**config.mk**
```make
export PLATFORM = sky130hd
export DESIGN_NAME = bb3_queue
export DESIGN_NICKNAME = d
export VERILOG_FILES = /design/src/box_blur_3x3_rgb_core_assert.svh /design/src/bb3_pkg.sv /design/src/bb3_queue.sv
export SDC_FILE = /design/constraint.sdc
export NUM_CORES = 1
export LEC_CHECK = 0
export BUFFER_PORTS_ARGS = -buffer_cell sky130_fd_sc_hd__buf_4
export CELL_PAD_IN_SITES_DETAIL_PLACEMENT = 1
export CELL_PAD_IN_SITES_GLOBAL_PLACEMENT = 1
export CORE_MARGIN = 2
export CORE_UTILIZATION = 54
export DETAILED_ROUTE_END_ITERATION = 8
export GPL_TIMING_DRIVEN = 0
export PLACE_DENSITY_LB_ADDON = 0.1
export SYNTH_ARGS = -nofsm -noshare
export SYNTH_HDL_FRONTEND = slang
export SYNTH_SLANG_ARGS = --single-unit
```
**constraint.sdc**
```tcl
create_clock -name clk_i -period 4.6 [get_ports clk_i]
set_clock_uncertainty 0.2 [all_clocks]
set_input_delay 0.23 -clock clk_i [delete_from_list [all_inputs] [get_ports clk_i]]
set_output_delay 0.23 -clock clk_i [all_outputs]
set_load 0.01 [all_outputs]
```
**src/box_blur_3x3_rgb_core_assert.svh**
```systemverilog
// Assertion macros shared by the box blur core.
`ifndef BOX_BLUR_3X3_RGB_CORE_ASSERT_SVH
`define BOX_BLUR_3X3_RGB_CORE_ASSERT_SVH

// Same-cycle implication, checked at every rising edge outside reset.
`define BB3_ASSERT_IMP(lbl, clk, rst_n, ante, cons, msg) \
  lbl: assert property (@(posedge clk) disable iff (!rst_n) (ante) |-> (cons)) \
    else $error(msg);

// Next-cycle implication, checked at every rising edge outside reset.
`define BB3_ASSERT_NXT(lbl, clk, rst_n, ante, cons, msg) \
  lbl: assert property (@(posedge clk) disable iff (!rst_n) (ante) |=> (cons)) \
    else $error(msg);

`endif

```
**src/bb3_pkg.sv**
```systemverilog
// Shared constants, types and the reciprocal helper function of the box blur core.
`default_nettype none

package bb3_pkg;

  // Frame and channel geometry
  localparam int MAX_FRAME = 1024;
  localparam int CH_W      = 16;
  localparam int NUM_CH    = 3;
  localparam int SIZE_W    = 11;
  localparam int ADDR_W    = $clog2(MAX_FRAME);

  // Column sum of three pixels, window sum of nine pixels
  localparam int CSUM_W = CH_W + 2;
  localparam int SUM_W  = CH_W + 4;

  // Divisor is at most 9; reciprocal scale keeps sum * error below 2^shift
  localparam int CNT_W       = 4;
  localparam int RECIP_SHIFT = SUM_W + 4;
  localparam int RECIP_W     = RECIP_SHIFT + 1;
  localparam int PROD_W      = SUM_W + RECIP_W;

  // Queue between front and back
  localparam int QUEUE_DEPTH = 4;
  localparam int QPTR_W      = $clog2(QUEUE_DEPTH);
  localparam int QCNT_W      = QPTR_W + 1;

  localparam logic [SIZE_W-1:0] SIZE_MAX = SIZE_W'(MAX_FRAME);

  // Item kind codes
  localparam logic KIND_PIXEL = 1'b0;
  localparam logic KIND_FLUSH = 1'b1;

  // Rounded-up reciprocals for the possible neighbor counts
  localparam longint RECIP_ONE = longint'(1) << RECIP_SHIFT;
  localparam logic [RECIP_W-1:0] RECIP_1 = RECIP_W'(RECIP_ONE);
  localparam logic [RECIP_W-1:0] RECIP_2 = RECIP_W'((RECIP_ONE + 1) / 2);
  localparam logic [RECIP_W-1:0] RECIP_3 = RECIP_W'((RECIP_ONE + 2) / 3);
  localparam logic [RECIP_W-1:0] RECIP_4 = RECIP_W'((RECIP_ONE + 3) / 4);
  localparam logic [RECIP_W-1:0] RECIP_6 = RECIP_W'((RECIP_ONE + 5) / 6);
  localparam logic [RECIP_W-1:0] RECIP_9 = RECIP_W'((RECIP_ONE + 8) / 9);

  // Channel 2 = red, 1 = green, 0 = blue
  typedef logic [NUM_CH-1:0][CH_W-1:0] rgb_t;

  // One classified item travelling from front to back
  typedef struct packed {
    logic [ADDR_W-1:0] addr;      // column in the line stores
    rgb_t              pix;       // zero for flush items
    logic              top_on;    // oldest row counts in the column sum
    logic              bot_on;    // newest row counts in the column sum
    logic              produce;   // item yields a result
    logic              left_on;   // left window column counts
    logic              right_on;  // right window column counts
    logic              last;      // final result of the frame
    logic [CNT_W-1:0]  count;     // neighbor count (divisor)
  } item_t;

  // Queue activity seen by the top level
  typedef struct packed {
    logic push;
    logic pop;
    logic full;
    logic empty;
  } q_stat_t;

  function automatic logic [RECIP_W-1:0] recip_of(logic [CNT_W-1:0] cnt);
    logic [RECIP_W-1:0] r;
    case (cnt)
      CNT_W'(1): r = RECIP_1;
      CNT_W'(2): r = RECIP_2;
      CNT_W'(3): r = RECIP_3;
      CNT_W'(4): r = RECIP_4;
      CNT_W'(6): r = RECIP_6;
      CNT_W'(9): r = RECIP_9;
      default:   r = '0;
    endcase
    return r;
  endfunction

endpackage

`default_nettype wire

```
**src/bb3_queue.sv**
```systemverilog
// Small FIFO of classified items between front and back.
`default_nettype none

module bb3_queue (
  input  wire logic           clk_i,
  input  wire logic           rst_ni,
  input  wire logic           push_i,
  input  wire bb3_pkg::item_t item_i,
  output logic                full_o,
  input  wire logic           pop_i,
  output bb3_pkg::item_t      item_o,
  output logic                empty_o
);

  bb3_pkg::item_t                slots_q [bb3_pkg::QUEUE_DEPTH];
  logic [bb3_pkg::QPTR_W-1:0]    wr_ptr_q, rd_ptr_q;
  logic [bb3_pkg::QCNT_W-1:0]    fill_q;

  assign full_o  = (fill_q == bb3_pkg::QCNT_W'(bb3_pkg::QUEUE_DEPTH));
  assign empty_o = (fill_q == '0);
  assign item_o  = slots_q[rd_ptr_q];

  // Storage
  always_ff @(posedge clk_i) begin
    if (push_i) begin
      slots_q[wr_ptr_q] <= item_i;
    end
  end

  // Pointers and fill level
  always_ff @(posedge clk_i or negedge rst_ni) begin
    if (!rst_ni) begin
      wr_ptr_q <= '0;
      rd_ptr_q <= '0;
      fill_q   <= '0;
    end else begin
      if (push_i) begin
        wr_ptr_q <= wr_ptr_q + bb3_pkg::QPTR_W'(1);
      end
      if (pop_i) begin
        rd_ptr_q <= rd_ptr_q + bb3_pkg::QPTR_W'(1);
      end
      if (push_i && !pop_i) begin
        fill_q <= fill_q + bb3_pkg::QCNT_W'(1);
      end else if (pop_i && !push_i) begin
        fill_q <= fill_q - bb3_pkg::QCNT_W'(1);
      end
    end
  end

endmodule

`default_nettype wire

```
Word-level counts from Yosys, hierarchy flattened
Memory sizes are Yosys's and may differ from the RTL's.
Index checks and enable logic that the tools add are counted.
{ "word_totals": {"in_bits": 72, "mem_count": 1, "reg_bits": 7, "ramBits": 272} }
{ "mem_list": {"columns": ["name", "words", "word_bits", "rd", "rd_ports_with_merged_regs", "wr", "line", "rtl"], "rows": [
  ["slots_q", 4, 68, 1, 0, 1, "bb3_queue.sv:15", "bb3_pkg::item_t slots_q [bb3_pkg::QUEUE_DEPTH];"]
]} }
{ "op_classes": {"add_sub_neg": 4, "n_reduce_logical": 6, "mux": 4, "n_eq_ne": 1} }
{ "op_table": {"columns": ["op", "count"], "rows": [
  ["2-to-1 mux 3 bit", 2],
  ["adder 2 x 1 -> 2 bit, second input constant", 2],
  ["adder 3 x 1 -> 3 bit, second input constant", 1],
  ["== test 3 bit, second input constant", 1],
  ["logical NOT 3 bit", 1],
  ["subtractor 3 x 1 -> 3 bit, second input constant", 1],
  ["logical AND 1 bit", 2],
  ["logical NOT 1 bit", 2],
  ["2-to-1 mux 1 bit", 2],
  ["nonzero test 2 bit", 1]
]} }

Logic depth before layout (Yosys ltp)
{ "depth": {"ltp_word": 4, "ltp_mapped": 7, "mapped_depth_nobuf": 7} }

Worst setup path after synthesis
OpenSTA, ideal clock, no wires.
{ "synth_timing": {"kind": "register to register", "from": "reg wr_ptr_q[0] (netlist name)", "to": "mem slots_q[2][0] (netlist name), enable pin", "n_path_buf": 0, "t_required_ns": 3.967, "setup_slack_ns": 1.756, "period_less_slack_ns": 2.844, "path_stages_with_launch": 4, "t_arrival_ns": 2.210, "cell_sequence": "dfrtp_1 inv_1 ha_1 and2_1"} }
{ "synth_rtl": {"columns": ["element", "line", "rtl"], "rows": [
  ["start, declared", "bb3_queue.sv:16", "logic [bb3_pkg::QPTR_W-1:0] wr_ptr_q, rd_ptr_q;"],
  ["start signal, assigned", "bb3_queue.sv:38", "wr_ptr_q <= wr_ptr_q + bb3_pkg::QPTR_W'(1);"],
  ["end, declared", "bb3_queue.sv:15", null]
]} }
Straight into the memory's write port.

==> flow_summary.ini <==
[die]
die_x_um = 142
start_util_pct = 55.0
row_count = 50
die_area_um2 = 20200
core_area_um2 = 18700
ios = 142
die_h_um = 142

[clock_tree]
cts_max_path_buffers = 3
post_cts.repair.setup_buffers = 0
clock_latency_ns = 0.52
htreeDepth = 1
cts_buffers = 28
path_clk_slew_ns = 0.07
cts.sinks = 279
cts_root_buf = clkbuf_16
cts_tree = built

[synthesis]
synth_area_per_cell_um2 = 26.4
ys.flop_type = edfxtp_1
synth_cell_types = 19
synth_xor_area_share_pct = 0.511
synth_nets = 468
synth_mux_area_share_pct = 15.0
synth_top_family_by_area = multiplexers
synth_simple_gate_area_share_pct = 0.475
synth_compound_area_share_pct = 0.0487
ys_ff_latch = 279
synth_top_area_share_pct = 79.4
synth.most_common_cell = edfxtp_1
syn_inst = 390
netlist_top_cells_area = edfxtp_1, mux4_2, dfrtp_1, buf_12, ha_1
yosysWarnings = 0
synth_common_cells = edfxtp_1, mux4_2, buf_12, buf_2, dfrtp_1
synth_top_cell_by_area = edfxtp_1
syn_area_um2 = 10300
async_flop_share_pct = 2.51
yosys.area_share.adder_pct = 0.803
synth-seq-area-share_pct = 81.1
synth-edff-count = 272

[sta]
worst_pin_slew_ns = 0.460
slew_viol_final = 0
fin_crit_ns = 2.54
fmax_mhz = 394
worst_hold_slack_ns = 0.251
timing.final.crit_share_pct = 55.2
tns_ns = 0
rsz0062_at_grt = no
relSlewSlack_pct = 69.4
finalSetupViolations = 0
hold_viol_final = 0

[final_layout]
layout-drive-gt1-share_pct = 42.3
layout.nets = 715
regArea_um2 = 8340
area_growth_pct = 30.6
fillerInstances = 1425
multi_input_area_um2 = 1740

[routing]
drt_iter0_drc = 278
drt-pass1-iter-count = 4
drcViolationCount = 0
wl_um = 21400
ant_nets = 0
viasPerCell = 5.53
wl_per_cell_um = 23.9
vias = 4942

[global_route]
track_usage_pct = 21.9
grt_first_pass_wirelength_um = 33000
grt_pass1_vias = 5668
antenna_found_initial = 1
grt_max_degree = 49
gr-total-overflow = 0

[setup_path]
crit_arrival_ns = 2.11
end_kind = output port
crit_required_ns = 4.17
cp_cell_sequence = buf_2 -> buf_2 -> buf_4 -> mux4_2 -> buf_4
critPathMaxStageDelay_ns = 0.34
crit_slowest_cell = mux4_2
path_max_fanout = 10
startpoint_type = flip-flop
critPathKind = flip-flop to output port

[job]
drv_cap = 0

[power]
peakVddDrop_mv = 0.469
p_leak_nw = 4.73
p_per_area_nw_per_um2 = 632

[placed_design]
port_buffers = 141
routabilityCongestion = 0.736
dp_hpwl_um = 11800

[hold_path]
hp-class = input pin to flip-flop

[run_status]
status = complete, no violations
## final cells by class
class | count | area share [%]
antenna | 1 | 0.0186
buffer | 16 | 1.44
clock buffer | 39 | 6.05
clock inverter | 13 | 1.06
inverter | 4 | 0.112
multi-input combinational | 91 | 13.0
sequential | 279 | 62.1
tap | 234 | 2.18
timing repair buffer | 217 | 14.1
## cells in the final DEF (no fill, tap or decap), types with 3 or more instances in the layout
master and count:
buf_4 142, clkbuf_16 29, buf_12 7, dlygate4sd3_1 72, ha_1 5, inv_1 4, and2_4 4, clkbuf_1 5
dfrtp_1 7, clkbuf_8 5, edfxtp_1 272, buf_2 7, bufinv_16 3, clkinv_2 6, xor2_1 4, mux4_2 68
buf_16 4
## logic make-up (layout without fill, tap and decap cells)
| group | Yosys count | in the layout |
|---|---|---|
| DFF | 279 | 279 |
| adders and majority gates | 6 | 6 |
| buffers and inverters | 20 | 289 |
| and+or+nand+nor | 9 | 9 |
| muxes | 69 | 69 |
| other | 0 | 1 |
| xor gates and xnor gates | 6 | 6 |
| AOI/OAI and AO/OA | 1 | 1 |
## metal layers
metal | vias up | track usage, % | part of all wire (%)
met5 | - | 0 | 0
met2 | 135 | 39.8 | 54
met4 | 0 | 5.00 | 1.8
met1 | 2622 | 28.0 | 41
li1 | 2161 | - | -
met3 | 24 | 3.67 | 3.9
## power breakdown
| group | switching, W | internal, W |
|---|---|---|
| Clock | 0.000920 | 0.00140 |
| Sequential | 0.000131 | 0.00333 |
| Combinational | 0.00130 | 0.00142 |
## metrics by stage
step	setup slack, ns	util [%]	area, µm²	cells	total power, W
floorplan	1.76	-	10300	390	0.00505
global placement	0.420	62.2	11600	765	0.00612
detailed placement	2.60	62.8	11800	769	0.00621
CTS	2.02	71.8	13400	893	0.00859
global route	1.96	71.8	13400	893	0.00885
finish	2.06	71.8	13400	894	0.00850
## path summary, 6_finish.rpt
path                       cells after the start                       end  slack (ns)                     from
setup / recovery                               5                item_o[39]        2.06  rd_ptr_q[1]$_DFFE_PN0P_
hold / removal                                 2  slots_q[3][49]$_DFFE_PP_        0.25               item_i[49]
setup reg to reg                               4   slots_q[2][6]$_DFFE_PP_        2.56  wr_ptr_q[0]$_DFFE_PN0P_
hold reg to reg                                1     fill_q[2]$_DFFE_PN0P_        0.29    fill_q[2]$_DFFE_PN0P_
max in group asynchronous                      3   wr_ptr_q[1]$_DFFE_PN0P_        3.46                   rst_ni
min in group asynchronous                      3   rd_ptr_q[1]$_DFFE_PN0P_        0.48                   rst_ni
## worst max-delay path: cells and delay by family, from the launching register on
family / cells / cell delay, ns
buf+inv: 4 / 0.91
mux: 1 / 0.34
flops: 1 / 0.32
## repair_timing
item	CTS	global route
gates resized for setup	0	0
endpoints found under the hold margin	284	0
hold buffers	72	0
setup endpoints to repair	0	0
## registers in the layout (all words and copies together) (netlist names)
name / cells
slots_q: 272
fill_q: 3
rd_ptr_q: 2
wr_ptr_q: 2
No activity file was read; power rests on OpenSTA's default activity.
