--- src/box_blur_3x3_rgb_core_assert.svh ---
// Assertion macros shared by the box blur core.
`ifndef BOX_BLUR_3X3_RGB_CORE_ASSERT_SVH
`define BOX_BLUR_3X3_RGB_CORE_ASSERT_SVH

// Same-cycle implication, checked at every rising edge outside reset.
`define BB3_ASSERT_IMP(lbl, clk, rst_n, ante, cons, msg) \
  lbl: assert property (@(posedge clk) disable iff (!rst_n) (ante) |-> (cons)) \
    else $error(msg);

// Next-cycle implication, checked at every rising edge outside reset.
`define BB3_ASSERT_NXT(lbl, clk, rst_n, ante, cons, msg) \
  lbl: assert property (@(posedge clk) disable iff (!rst_n) (ante) |=> (cons)) \
    else $error(msg);

`endif

--- src/bb3_pkg.sv ---
// Shared constants, types and the reciprocal helper function of the box blur core.
`default_nettype none

package bb3_pkg;

  // Frame and channel geometry
  localparam int MAX_FRAME = 1024;
  localparam int CH_W      = 16;
  localparam int NUM_CH    = 3;
  localparam int SIZE_W    = 11;
  localparam int ADDR_W    = $clog2(MAX_FRAME);

  // Column sum of three pixels, window sum of nine pixels
  localparam int CSUM_W = CH_W + 2;
  localparam int SUM_W  = CH_W + 4;

  // Divisor is at most 9; reciprocal scale keeps sum * error below 2^shift
  localparam int CNT_W       = 4;
  localparam int RECIP_SHIFT = SUM_W + 4;
  localparam int RECIP_W     = RECIP_SHIFT + 1;
  localparam int PROD_W      = SUM_W + RECIP_W;

  // Queue between front and back
  localparam int QUEUE_DEPTH = 4;
  localparam int QPTR_W      = $clog2(QUEUE_DEPTH);
  localparam int QCNT_W      = QPTR_W + 1;

  localparam logic [SIZE_W-1:0] SIZE_MAX = SIZE_W'(MAX_FRAME);

  // Item kind codes
  localparam logic KIND_PIXEL = 1'b0;
  localparam logic KIND_FLUSH = 1'b1;

  // Rounded-up reciprocals for the possible neighbor counts
  localparam longint RECIP_ONE = longint'(1) << RECIP_SHIFT;
  localparam logic [RECIP_W-1:0] RECIP_1 = RECIP_W'(RECIP_ONE);
  localparam logic [RECIP_W-1:0] RECIP_2 = RECIP_W'((RECIP_ONE + 1) / 2);
  localparam logic [RECIP_W-1:0] RECIP_3 = RECIP_W'((RECIP_ONE + 2) / 3);
  localparam logic [RECIP_W-1:0] RECIP_4 = RECIP_W'((RECIP_ONE + 3) / 4);
  localparam logic [RECIP_W-1:0] RECIP_6 = RECIP_W'((RECIP_ONE + 5) / 6);
  localparam logic [RECIP_W-1:0] RECIP_9 = RECIP_W'((RECIP_ONE + 8) / 9);

  // Channel 2 = red, 1 = green, 0 = blue
  typedef logic [NUM_CH-1:0][CH_W-1:0] rgb_t;

  // One classified item travelling from front to back
  typedef struct packed {
    logic [ADDR_W-1:0] addr;      // column in the line stores
    rgb_t              pix;       // zero for flush items
    logic              top_on;    // oldest row counts in the column sum
    logic              bot_on;    // newest row counts in the column sum
    logic              produce;   // item yields a result
    logic              left_on;   // left window column counts
    logic              right_on;  // right window column counts
    logic              last;      // final result of the frame
    logic [CNT_W-1:0]  count;     // neighbor count (divisor)
  } item_t;

  // Queue activity seen by the top level
  typedef struct packed {
    logic push;
    logic pop;
    logic full;
    logic empty;
  } q_stat_t;

  function automatic logic [RECIP_W-1:0] recip_of(logic [CNT_W-1:0] cnt);
    logic [RECIP_W-1:0] r;
    case (cnt)
      CNT_W'(1): r = RECIP_1;
      CNT_W'(2): r = RECIP_2;
      CNT_W'(3): r = RECIP_3;
      CNT_W'(4): r = RECIP_4;
      CNT_W'(6): r = RECIP_6;
      CNT_W'(9): r = RECIP_9;
      default:   r = '0;
    endcase
    return r;
  endfunction

endpackage

`default_nettype wire

--- src/bb3_front.sv ---
// Front end: frame position tracking and classification of incoming items.
`default_nettype none

module bb3_front (
  input  wire logic                          clk_i,
  input  wire logic                          rst_ni,
  input  wire logic                          cfg_we_i,
  input  wire logic [bb3_pkg::SIZE_W-1:0]    cfg_wdata_i,
  input  wire logic                          in_valid_i,
  output logic                               in_ready_o,
  input  wire logic                          kind_i,
  input  wire logic [bb3_pkg::CH_W-1:0]      red_in_i,
  input  wire logic [bb3_pkg::CH_W-1:0]      green_in_i,
  input  wire logic [bb3_pkg::CH_W-1:0]      blue_in_i,
  input  wire logic                          q_full_i,
  output logic                               push_o,
  output bb3_pkg::item_t                     item_o
);

  logic [bb3_pkg::SIZE_W-1:0] size_q, size_clamp;
  logic [bb3_pkg::SIZE_W-1:0] row_q, row_d, col_q, col_d, drain_q, drain_d;
  logic [bb3_pkg::SIZE_W-1:0] col_inc;
  logic                       accept, flush, ignore, end_col, last;
  logic                       up_on, dn_on, left_on;
  logic [1:0]                 row_cnt, col_cnt;

  // Size register write value, held to the supported range
  always_comb begin
    priority if (cfg_wdata_i == '0) begin
      size_clamp = bb3_pkg::SIZE_W'(1);
    end else if (cfg_wdata_i > bb3_pkg::SIZE_MAX) begin
      size_clamp = bb3_pkg::SIZE_MAX;
    end else begin
      size_clamp = cfg_wdata_i;
    end
  end

  assign in_ready_o = !q_full_i;
  assign accept     = in_valid_i && in_ready_o;
  assign flush      = (kind_i == bb3_pkg::KIND_FLUSH);

  // Flush before all pixels are in, or pixel during the drain, is dropped
  assign ignore  = flush ? (row_q < size_q) : (row_q >= size_q);
  assign end_col = (col_q == '0);
  assign last    = flush && (drain_q == size_q);

  // At column 0 the result is the last pixel of the row above the previous one
  assign up_on   = end_col ? (row_q >= bb3_pkg::SIZE_W'(3)) : (row_q >= bb3_pkg::SIZE_W'(2));
  assign dn_on   = end_col ? (row_q <= size_q) : (row_q < size_q);
  assign left_on = end_col ? (size_q >= bb3_pkg::SIZE_W'(2)) : (col_q >= bb3_pkg::SIZE_W'(2));
  assign row_cnt = 2'(1) + 2'(up_on) + 2'(dn_on);
  assign col_cnt = 2'(1) + 2'(left_on) + 2'(!end_col);

  // Classified item
  always_comb begin
    item_o.addr     = col_q[bb3_pkg::ADDR_W-1:0];
    item_o.pix      = flush ? '0 : {red_in_i, green_in_i, blue_in_i};
    item_o.top_on   = (row_q >= bb3_pkg::SIZE_W'(2));
    item_o.bot_on   = (row_q < size_q);
    item_o.produce  = end_col ? (row_q >= bb3_pkg::SIZE_W'(2)) : (row_q != '0);
    item_o.left_on  = left_on;
    item_o.right_on = !end_col;
    item_o.last     = last;
    item_o.count    = bb3_pkg::CNT_W'(row_cnt) * bb3_pkg::CNT_W'(col_cnt);
  end

  assign push_o = accept && !ignore;

  // Position update
  assign col_inc = col_q + bb3_pkg::SIZE_W'(1);

  always_comb begin
    row_d   = row_q;
    col_d   = col_q;
    drain_d = drain_q;
    if (push_o) begin
      if (col_inc >= size_q) begin
        col_d = '0;
        row_d = row_q + bb3_pkg::SIZE_W'(1);
      end else begin
        col_d = col_inc;
      end
      if (flush) begin
        drain_d = drain_q + bb3_pkg::SIZE_W'(1);
      end
      if (last) begin
        row_d   = '0;
        col_d   = '0;
        drain_d = '0;
      end
    end
  end

  // A size write restarts the frame
  always_ff @(posedge clk_i or negedge rst_ni) begin
    if (!rst_ni) begin
      size_q  <= bb3_pkg::SIZE_MAX;
      row_q   <= '0;
      col_q   <= '0;
      drain_q <= '0;
    end else if (cfg_we_i) begin
      size_q  <= size_clamp;
      row_q   <= '0;
      col_q   <= '0;
      drain_q <= '0;
    end else begin
      row_q   <= row_d;
      col_q   <= col_d;
      drain_q <= drain_d;
    end
  end

endmodule

`default_nettype wire

--- config.mk ---
export PLATFORM = sky130hd
export DESIGN_NAME = bb3_front
export DESIGN_NICKNAME = d
export VERILOG_FILES = /design/src/box_blur_3x3_rgb_core_assert.svh /design/src/bb3_pkg.sv /design/src/bb3_front.sv
export SDC_FILE = /design/constraint.sdc
export NUM_CORES = 1
export LEC_CHECK = 0
export BUFFER_PORTS_ARGS = -buffer_cell sky130_fd_sc_hd__buf_2
export CAP_MARGIN = 20
export CORE_MARGIN = 2
export CORE_UTILIZATION = 30
export DETAILED_ROUTE_END_ITERATION = 12
export PLACE_DENSITY = 0.6
export SLEW_MARGIN = 40
export SYNTH_ARGS = -nofsm -noshare
export SYNTH_HDL_FRONTEND = slang
export SYNTH_SLANG_ARGS = --single-unit
export TNS_END_PERCENT = 50
--- constraint.sdc ---
create_clock -name clk_i -period 5.5 [get_ports clk_i]
set_input_delay 0.55 -clock clk_i [delete_from_list [all_inputs] [get_ports clk_i]]
set_output_delay 0.55 -clock clk_i [all_outputs]
set_load 0.1 [all_outputs]
---- Yosys cells after proc, flatten, opt, wreduce, memory -nomap -nowiden ----
Index checks and enable logic that the tools add are counted.
storage, ports and cells
  input bits .............................. 65
  logic and storage cells ................. 56
  register bits after elaboration ......... 44
  output and inout port bits .............. 70
cells by class
  multiplexer cells ....................... 20
  order comparisons ....................... 9
  multiply operators ...................... 1
  equality and inequality tests ........... 1
  add/subtract/negate cells ............... 7
  reduce and logical (&&, ||, !) cells .... 14
operator list
  kind                   number
  $mux 11                14
  $mux 48                1
  $ge 11x2->1 const B    4
  $add 11x1->11 const B  3
  $ge 11x11->1           2
  $logic_not 11->1       2
  $eq 11x11->1           1
  $gt 11x11->1 const B   1
  $le 11x11->1           1
  $lt 11x11->1           1
  $reduce_bool 11->1     1
  $reduce_bool 3->1      2
  $mux 1                 5
  $add 1x1->2 const A    2
  $add 2x1->2            2
  $mul 2x2->4            1
  $reduce_and 2->1       2
  $logic_and 1x1->1      3
  $logic_not 1->1        3
  $reduce_bool 2->1      1

---- Depth between registers and ports, before layout ----
Gate-level depths: netlist of run 1.
  depth after elaboration ................. 6
  gate-level depth with buffers ........... 15
  depth with buffers taken out ............ 14

---- Least setup slack after synthesis of run 1 ----
OpenSTA, ideal clock, no wires.
  path type ............................... flip-flop to output port
  start ................................... register size_q[10] (netlist name)
  end ..................................... output port item_o[0] (netlist name)
  slack ................................... 1036 ps
  arrival ................................. 3914 ps
  data required time ...................... 4950 ps
  path buffers ............................ 0
  stages on the path, launching flop included .. 10
  cells stage by stage .................... dfstp_2 -> inv_1 -> ha_1 -> nand3_1 -> a2111oi_2 -> a211oi_2 -> and2_1 -> a31oi_1 -> ha_1 -> nor2_1
RTL lines
  item                    line              text
  from (decl)             bb3_front.sv:20   logic [bb3_pkg::SIZE_W-1:0] size_q, size_clamp;
  from (signal assigned)  bb3_front.sv:97   size_q <= bb3_pkg::SIZE_MAX;
  from (signal assigned)  bb3_front.sv:102  size_q <= size_clamp;
  to (decl)               bb3_front.sv:17   output bb3_pkg::item_t item_o

==> results.tsv, run 1 <==
metric	value	unit
ys flop type	dfrtp_1	
Die Height	114	um
status	finished, final reports clean	
XOR/XNOR Fraction of Synth Area	0.0485	
antenna violations before repair	0	
I/O Buffers	134	
DR vias	3550	
adder-cell share of the synthesized area	0.111	
first-pass GRT wire length	16600	um
worst path required time	4.95	ns
post-DR wirelength/cell	14.9	um
crit share post-route	0.706	
CTS Hold Bufs	0	
synth warn	0	
Sum Neg Setup Slack	0	ns
most common cell after layout, fill and taps aside	buf_2	
PwrDens	358	nW/um^2
relative slew slack	0.437	
CTS buffer count	5	
Post-synth EDFFs	0	
Syn Nets	524	
Crit Path Max Fanout	4	
final core utilization	0.381	
Setup Fix Bufs, Post-CTS	0	
Slew Limit Fails	0	
Clock Latency Late Sink	0.28	ns
critical path launch point type	flop	
Max VDD drop	0.294	mV
Core Region	11900	um^2
Ports	135	
Layout area overhead	25.0	%
Worst Clk Skew	0.00466	ns
die area	12900	um^2
Synth cell types	52	
first drt pass iteration count	4	
Synth Area in Compound Gates	0.196	
CTS tree	yes	
Max clock buf depth	2	
mux cell area share after synthesis	0.00900	
Synth Area in Simple Gates	0.267	
worst slew pin tran	0.840	ns
RSZ-0062 raised after global routing	false	
final wirelength	10300	um
worst setup slack after layout	1.61	ns
CP arrival	3.34	ns
final setup fails	0	
routed vias/inst	5.13	
CP endpoint kind	output port	
H-Tree Depth	2	
Worst-path clk slew	0.06	ns
post-synthesis async set-or-reset flop share	1.00	
drt initial violations	135	
global route overflow	0	
GRT Resource Usage Total	0.159	
Max Freq	0.257	GHz
CTS root buf	clkbuf_16	
Final Critical Period	3.89	ns
hpwl dp	8200	um
Place WS	1.92	ns
Hold Path Class	in -> async	
sequential share of the synthesized area	0.305	
Final Hold Fails	0	
FP Rows	40	
crit path kind	reg -> out	
largest net degree at the start of global routing	53	
Post-layout nets	641	
antenna-violating nets left	0	
Initial Utilization	0.305	
#FFs+latches synth	44	
Resized cells post-CTS	0	
# DRC	0	
vias in the first global route	3349	
cell count after synthesis	427	
Netlist Area Pre-Place	3610	um^2
antenna cells	0	
routability cong.	0.893	
die width	114	um
total power	0.00162	W
max-cap violations	0	
share of cells above drive strength 1	0.294	
largest family of logic cells by synthesized area	simple AND/OR/NAND/NOR gates	
CTS sink cnt	44	
leak pwr	2.23	nW
commonest cells after routing, fill and taps aside	buf_2 (132), nor2b_1 (50), dfrtp_1 (43)	
Post-Syn Area per Cell	8.47	um^2
[worst max-delay path, cell delays in order (launching register included)]
cell	delay (ns)
dfstp_2	0.54
inv_1	0.09
ha_1	0.32
nand3_1	0.14
a2111oi_2	0.40
a211oi_2	0.13
and2_1	0.18
a31oi_1	0.15
ha_1	0.19
nor2_1	0.06
ha_1	0.19
ha_1	0.27
buf_2	0.41
[path summary, 6_finish.rpt]
| kind | cells after the start | to | slack, ns | startpoint |
|---|---|---|---|---|
| setup / recovery | 12 | item_o[2] | 1.61 | size_q[10] |
| hold / removal | 1 | col_q[4] | 0.25 | rst_ni |
| setup reg to reg | 14 | row_q[9] | 2.04 | col_q[1] |
| hold reg to reg | 1 | drain_q[10] | 0.53 | drain_q[10] |
| max in group asynchronous | 1 | drain_q[4] | 4.86 | rst_ni |
| min in group clk_i | 3 | size_q[6] | 0.49 | cfg_wdata_i[6] |
[per-stage QoR]
step           instance area [um^2]  instances  hold slack (ns)
2_1_floorplan                  3610        427            0.254
3_3_place_gp                   4330        684            0.499
3_5_place_dp                   4340        684            0.508
4_1_cts                        4510        692            0.287
5_1_grt                        4520        692            0.312
6_report                       4520        692            0.254
[cell usage after synthesis (12+ instances only)]
master / instances / area (um^2)
buf_4: 12 / 90.1
dfrtp_1: 43 / 1080
xnor2_1: 14 / 123
nand3_1: 17 / 85.1
o21ai_0: 35 / 175
a22o_1: 13 / 114
inv_1: 24 / 90.1
nor2b_1: 50 / 313
nor2_1: 29 / 109
nand2_1: 29 / 109
ha_1: 32 / 400
[power by group]
part / total, W / switching [W] / internal, W / leakage, nW
sequential: 0.000419 / 0.0000619 / 0.000357 / 0.583
combinational: 0.000844 / 0.000650 / 0.000194 / 1.56
clock: 0.000353 / 0.000126 / 0.000227 / 0.0871
[final cells by class]
class,instances,area [um^2]
well taps,147,184
clock inverters,2,38.8
inverters,24,90.1
flip-flops and latches,44,1100
multi-input cells,334,2280
fillers,1227,7340
clock buffers,6,139
repair buffers,135,683
[flip-flops by register name, indices dropped and copies added, names as in the netlist]
register,flops
row_q,11
drain_q,11
size_q,11
col_q,11
[metal layers]
metal / GRT usage / up-vias / wire, um
met4: 0.0382 / 0 / 138
li1: - / 1742 / -
met3: 0.0276 / 10 / 762
met5: 0 / - / 0
met2: 0.290 / 142 / 5020
met1: 0.196 / 1656 / 4370
[cells by family (layout without fill, tap and decap cells)]
kind of cell	Yosys count	in the layout
compound gates	100	100
buf+inv	49	167
mux	3	3
flops	44	44
xor+xnor	20	20
fa+ha+maj	32	32
simple gates	179	179
No activity file was read; power rests on OpenSTA's default activity.
==> inputs of run 2 (changes only) <==
--- a/config.mk
+++ b/config.mk
@@ -10,7 +10,7 @@
 export CORE_MARGIN = 2
 export CORE_UTILIZATION = 30
 export DETAILED_ROUTE_END_ITERATION = 12
-export PLACE_DENSITY = 0.6
+export PLACE_DENSITY = 0.62
 export SLEW_MARGIN = 40
 export SYNTH_ARGS = -nofsm -noshare
 export SYNTH_HDL_FRONTEND = slang
==> constraint.sdc (replaced) <==
create_clock -name clk_i -period 3.3 [get_ports clk_i]
set_input_delay 0.33 -clock clk_i [delete_from_list [all_inputs] [get_ports clk_i]]
set_output_delay 0.33 -clock clk_i [all_outputs]
set_load 0.1 [all_outputs]
==> results.tsv, run 2 (synthesis results as in run 1) <==
metric	value	unit	change
leak pwr	2.40	nW	+7.3%
Final Hold Fails	0		unchanged
PwrDens	593	nW/um^2	+66%
Worst Clk Skew	0.00619	ns	+0.00153 ns
Post-layout nets	669		+4.4%
antenna cells	0		unchanged
Final Critical Period	3.19	ns	
post-DR wirelength/cell	15.1	um	+1.6%
# DRC	0		unchanged
FP Rows	40		unchanged
I/O Buffers	134		unchanged
Slew Limit Fails	0		unchanged
met2 routed WL	5560	um	+11%
H-Tree Depth	2		unchanged
CP max stage cell	dfrtp_1		
top sig layer	met4		
Initial Utilization	0.305		unchanged
Ports	135		unchanged
drt initial violations	138		+2.2%
CTS sink cnt	44		unchanged
Max Freq	0.313	GHz	
CP arrival	2.86	ns	-0.48 ns
vias in the first global route	3470		+3.6%
WP buf/inv	2		unchanged
Die Height	114	um	unchanged
critical path launch point type	flop		
crit share post-route	0.968		
worst reg-to-reg setup slack	0.18	ns	-1.86 ns
relative slew slack	0.578		+0.142
Max clock buf depth	2		unchanged
commonest cells after routing, fill and taps aside	buf_2 (128), nor2b_1 (50), dfrtp_1 (38)		
CP top delay family	adder cells		
CTS tree	yes		
Place WS	0.00133	ns	-1.92 ns
final setup fails	0		unchanged
Routed met3 length	745	um	-2.2%
r2r endpoint	col_q[7]		
largest net degree at the start of global routing	49		-7.5%
Crit Path Max Fanout	3		-1
worst setup slack after layout	0.106	ns	-1.51 ns
share of cells above drive strength 1	0.379		+0.0851
first-pass GRT wire length	17000	um	+2.4%
ordered cell list for the critical path	inv_1 -> ha_1 -> a21o_1 -> a211oi_2 -> and2_4 -> a31oi_2 -> ha_1 -> nor2_2 -> ha_2 -> ha_4 -> buf_12		
crit path kind	reg -> out		
Sum Neg Setup Slack	0	ns	unchanged
global route overflow	0		unchanged
CTS Hold Bufs	0		unchanged
Clock Latency Late Sink	0.29	ns	about the same
routed vias/inst	5.17		+0.71%
routability cong.	0.951		+6.5%
max-cap violations	0		unchanged
Met1 Routed Length	4460	um	+2.2%
GRT Resource Usage Total	0.163		+0.00396
first drt pass iteration count	4		unchanged
CTS buffer count	5		unchanged
Worst-path clk slew	0.06	ns	about the same
most common cell after layout, fill and taps aside	buf_2		
Max VDD drop	0.485	mV	+65%
antenna-violating nets left	0		unchanged
status	finished, final reports clean		
Critical Path Max Stage Delay	0.41	ns	-0.13 ns
antenna violations before repair	0		unchanged
Hold Path Class	in -> async		
worst path required time	2.97	ns	-1.98 ns
CP endpoint kind	output port		
hpwl dp	8630	um	+5.2%
RR Startpoint	col_q[0]		
die area	12900	um^2	unchanged
final wirelength	10900	um	+5.7%
Core Region	11900	um^2	unchanged
Layout area overhead	36.0	%	
DR vias	3720		+4.8%
Worst R2R Path Depth	15		+1
worst slew pin tran	0.633	ns	-0.208 ns
most frequent CP cell	ha_1		
die width	114	um	unchanged
CTS root buf	clkbuf_16		
## run 2: final cells by class
cell class,instances,area [um^2]
fill,1168,6950
multi-input combinational,334,2420
sequential,44,1110
timing repair buffer,163,966
tap,147,184
clock buffer,5,125
inverter,24,92.6
clock inverter,3,18.8
## run 2: where the power goes
| part | total [W] | switching [W] | internal [W] |
|---|---|---|---|
| combinational | 0.00174 | 0.00119 | 0.000546 |
| clock | 0.000500 | 0.000220 | 0.000279 |
| sequential | 0.000676 | 0.0000783 | 0.000597 |
| total | 0.00291 | 0.00149 | 0.00142 |
## run 2: per-stage QoR
| step | cell area [um^2] | hold WS [ns] | total power, W | std cells | utilization |
|---|---|---|---|---|---|
| after CTS | 4730 | 0.0623 | 0.00285 | 709 | 0.399 |
| after global placement | 4550 | 0.515 | 0.00231 | 699 | 0.384 |
| after global routing | 4920 | 0.0947 | 0.00307 | 720 | 0.414 |
| final | 4920 | 0.0200 | 0.00291 | 720 | 0.414 |
| after floorplan | 3640 | 0.0344 | 0.00194 | 427 | - |
| after detailed placement | 4550 | 0.367 | 0.00233 | 699 | 0.384 |
## run 2: layer usage
metal / vias to the layer above / GRT usage
met5: - / 0
met4: 0 / 0.0309
met3: 11 / 0.0207
met2: 152 / 0.309
met1: 1760 / 0.199
li1: 1797 / -
## run 2: timing repair
item | CTS | global route
gates resized for setup | 3 | 29
pin swaps | 2 | 9
setup endpoints to repair | 3 | 17
setup buffers | 2 | 11
## run 2: how the worst max path moves through the flow
stage / end / depth (start not counted) / start
floorplan: item_o[1] / 10 / size_q[10]
CTS: item_o[2] / 12 / size_q[2]
detailed placement: row_q[3] / 14 / col_q[0]
finish: item_o[2] / 11 / size_q[9]
global placement: item_o[2] / 12 / size_q[10]
global route: item_o[2] / 12 / size_q[10]
==> inputs of run 3 (changes only) <==
--- a/config.mk
+++ b/config.mk
@@ -10,7 +10,7 @@
 export CORE_MARGIN = 2
 export CORE_UTILIZATION = 30
 export DETAILED_ROUTE_END_ITERATION = 12
-export PLACE_DENSITY = 0.62
+export PLACE_DENSITY = 0.64
 export SLEW_MARGIN = 40
 export SYNTH_ARGS = -nofsm -noshare
 export SYNTH_HDL_FRONTEND = slang
==> constraint.sdc (replaced) <==
create_clock -name clk_i -period 3.8 [get_ports clk_i]
set_input_delay 0.38 -clock clk_i [delete_from_list [all_inputs] [get_ports clk_i]]
set_output_delay 0.38 -clock clk_i [all_outputs]
set_load 0.1 [all_outputs]
==> results.tsv, run 3 (synthesis results as in run 1) <==
metric	value	unit	change
status	finished, final reports clean		
final wirelength	10600	um	-2.9%
CTS Hold Bufs	0		unchanged
CTS tree	yes		
CP max stage cell	dfstp_2		
total power	0.00237	W	-19%
Final Instance Area	4560	um^2	-7.3%
ordered cell list for the critical path	inv_1 -> ha_1 -> nand3_1 -> a2111oi_2 -> a211oi_2 -> and2_2 -> a31oi_1 -> ha_1 -> nor2_1 -> ha_1 -> ha_2 -> clkbuf_4		
I/O Buffers	134		unchanged
commonest cells after routing, fill and taps aside	buf_2 (131), nor2b_1 (50), dfrtp_1 (43)		
CP endpoint kind	output port		
CP top delay family	adder cells		
Clock Latency Late Sink	0.29	ns	about the same
share of cells above drive strength 1	0.302		-0.0771
Final Hold Fails	0		unchanged
PwrDens	520	nW/um^2	-12%
H-Tree Depth	2		unchanged
FP Rows	40		unchanged
worst path required time	3.42	ns	+0.45 ns
max-cap violations	0		unchanged
Initial Utilization	0.305		unchanged
Place WS	0.329	ns	+0.328 ns
# DRC	0		unchanged
Core Region	11900	um^2	unchanged
most frequent CP cell	ha_1		
antenna-violating nets left	0		unchanged
drt initial violations	154		+12%
global route overflow	0		unchanged
critical path launch point type	flop		
final setup fails	0		unchanged
CTS sink cnt	44		unchanged
RR Startpoint	col_q[0]		
relative slew slack	0.598		+0.0200
routed vias/inst	5.16		-0.16%
Sum Neg Setup Slack	0	ns	unchanged
DR vias	3580		-3.8%
WP buf/inv	2		unchanged
RSZ-0062 raised after global routing	false		
antenna violations before repair	0		unchanged
CTS root buf	clkbuf_16		
worst setup slack after layout	0.151	ns	+0.0444 ns
CTS buffer count	5		unchanged
crit path kind	reg -> out		
Slew Limit Fails	0		unchanged
Layout area overhead	26.1	%	
CP arrival	3.27	ns	+0.41 ns
largest net degree at the start of global routing	49		unchanged
hpwl dp	8430	um	-2.3%
Max clock buf depth	2		unchanged
Die Height	114	um	unchanged
Max VDD drop	0.434	mV	-11%
Ports	135		unchanged
post-DR wirelength/cell	15.2	um	+0.76%
first-pass GRT wire length	16300	um	-3.6%
Hold Path Class	in -> async		
most common cell after layout, fill and taps aside	buf_2		
antenna cells	0		unchanged
Crit Path Max Fanout	4		+1
Worst Clk Skew	0.00649	ns	+0.000297 ns
routability cong.	0.869		-8.6%
GRT Resource Usage Total	0.157		-0.00627
Max Freq	0.274	GHz	
leak pwr	2.25	nW	-6.2%
crit share post-route	0.960		
Setup crit start	size_q[10]		
Critical Path Max Stage Delay	0.54	ns	+0.13 ns
area post-placement	4360	um^2	-4.3%
Worst-path clk slew	0.06	ns	about the same
die width	114	um	unchanged
die area	12900	um^2	unchanged
worst slew pin tran	0.603	ns	-0.0300 ns
Post-layout nets	643		-3.9%
vias in the first global route	3361		-3.1%
Final Critical Period	3.65	ns	
first drt pass iteration count	4		unchanged
## run 3: cell count changes in the layout (fill, tap and decap cells not counted), sizes merged
| cell | delta |
|---|---|
| bufinv | +1 |
| clkbuf | +2 |
| clkinv | -2 |
| buf | -27 |
## run 3: power breakdown
| group | total, W | switching (W) | internal (W) |
|---|---|---|---|
| combinational | 0.00125 | 0.000952 | 0.000302 |
| clock | 0.000514 | 0.000185 | 0.000329 |
| sequential | 0.000602 | 0.0000862 | 0.000516 |
| total | 0.00237 | 0.00122 | 0.00115 |
## run 3: worst paths after layout
kind                            depth (start not counted)          end  slack [ns]
worst max-delay path                                   12    item_o[3]        0.15
worst min-delay path                                    1     col_q[2]        0.08
worst max register to register                         14     row_q[7]        0.51
min in group clk_i                                      3    size_q[6]        0.32
max in group asynchronous                               1   size_q[10]        3.33
worst min register to register                          1  drain_q[10]        0.52
## run 3: final cells by class
cell class / count / area (um^2)
well taps: 147 / 184
fillers: 1232 / 7300
clock inverters: 2 / 38.8
multi-input cells: 334 / 2300
repair buffers: 137 / 704
inverters: 24 / 90.1
clock buffers: 6 / 139
flip-flops and latches: 44 / 1100
## run 3: layer usage
layer  global-route usage  vias up  share of wire  routed length, um
li1                     -     1745              -                  -
met1                0.188     1679           0.42               4390
met2                0.292      140           0.50               5320
met3               0.0234       16          0.065                688
met4               0.0447        0          0.016                165
met5                    0        -              0                  0
## run 3: stage by stage
stage / hold slack [ns] / cells / util
after floorplan: 0.0844 / 427 / -
after global placement: 0.504 / 686 / 0.367
after detailed placement: 0.422 / 686 / 0.367
after CTS: 0.121 / 694 / 0.383
after global routing: 0.123 / 694 / 0.384
final: 0.0814 / 694 / 0.384
## run 3: timing repair
| item | 4_1_cts | 5_1_grt |
|---|---|---|
| resized for setup | 1 | 2 |
| setup buffers | 0 | 0 |
| endpoints found under the setup margin | 1 | 2 |
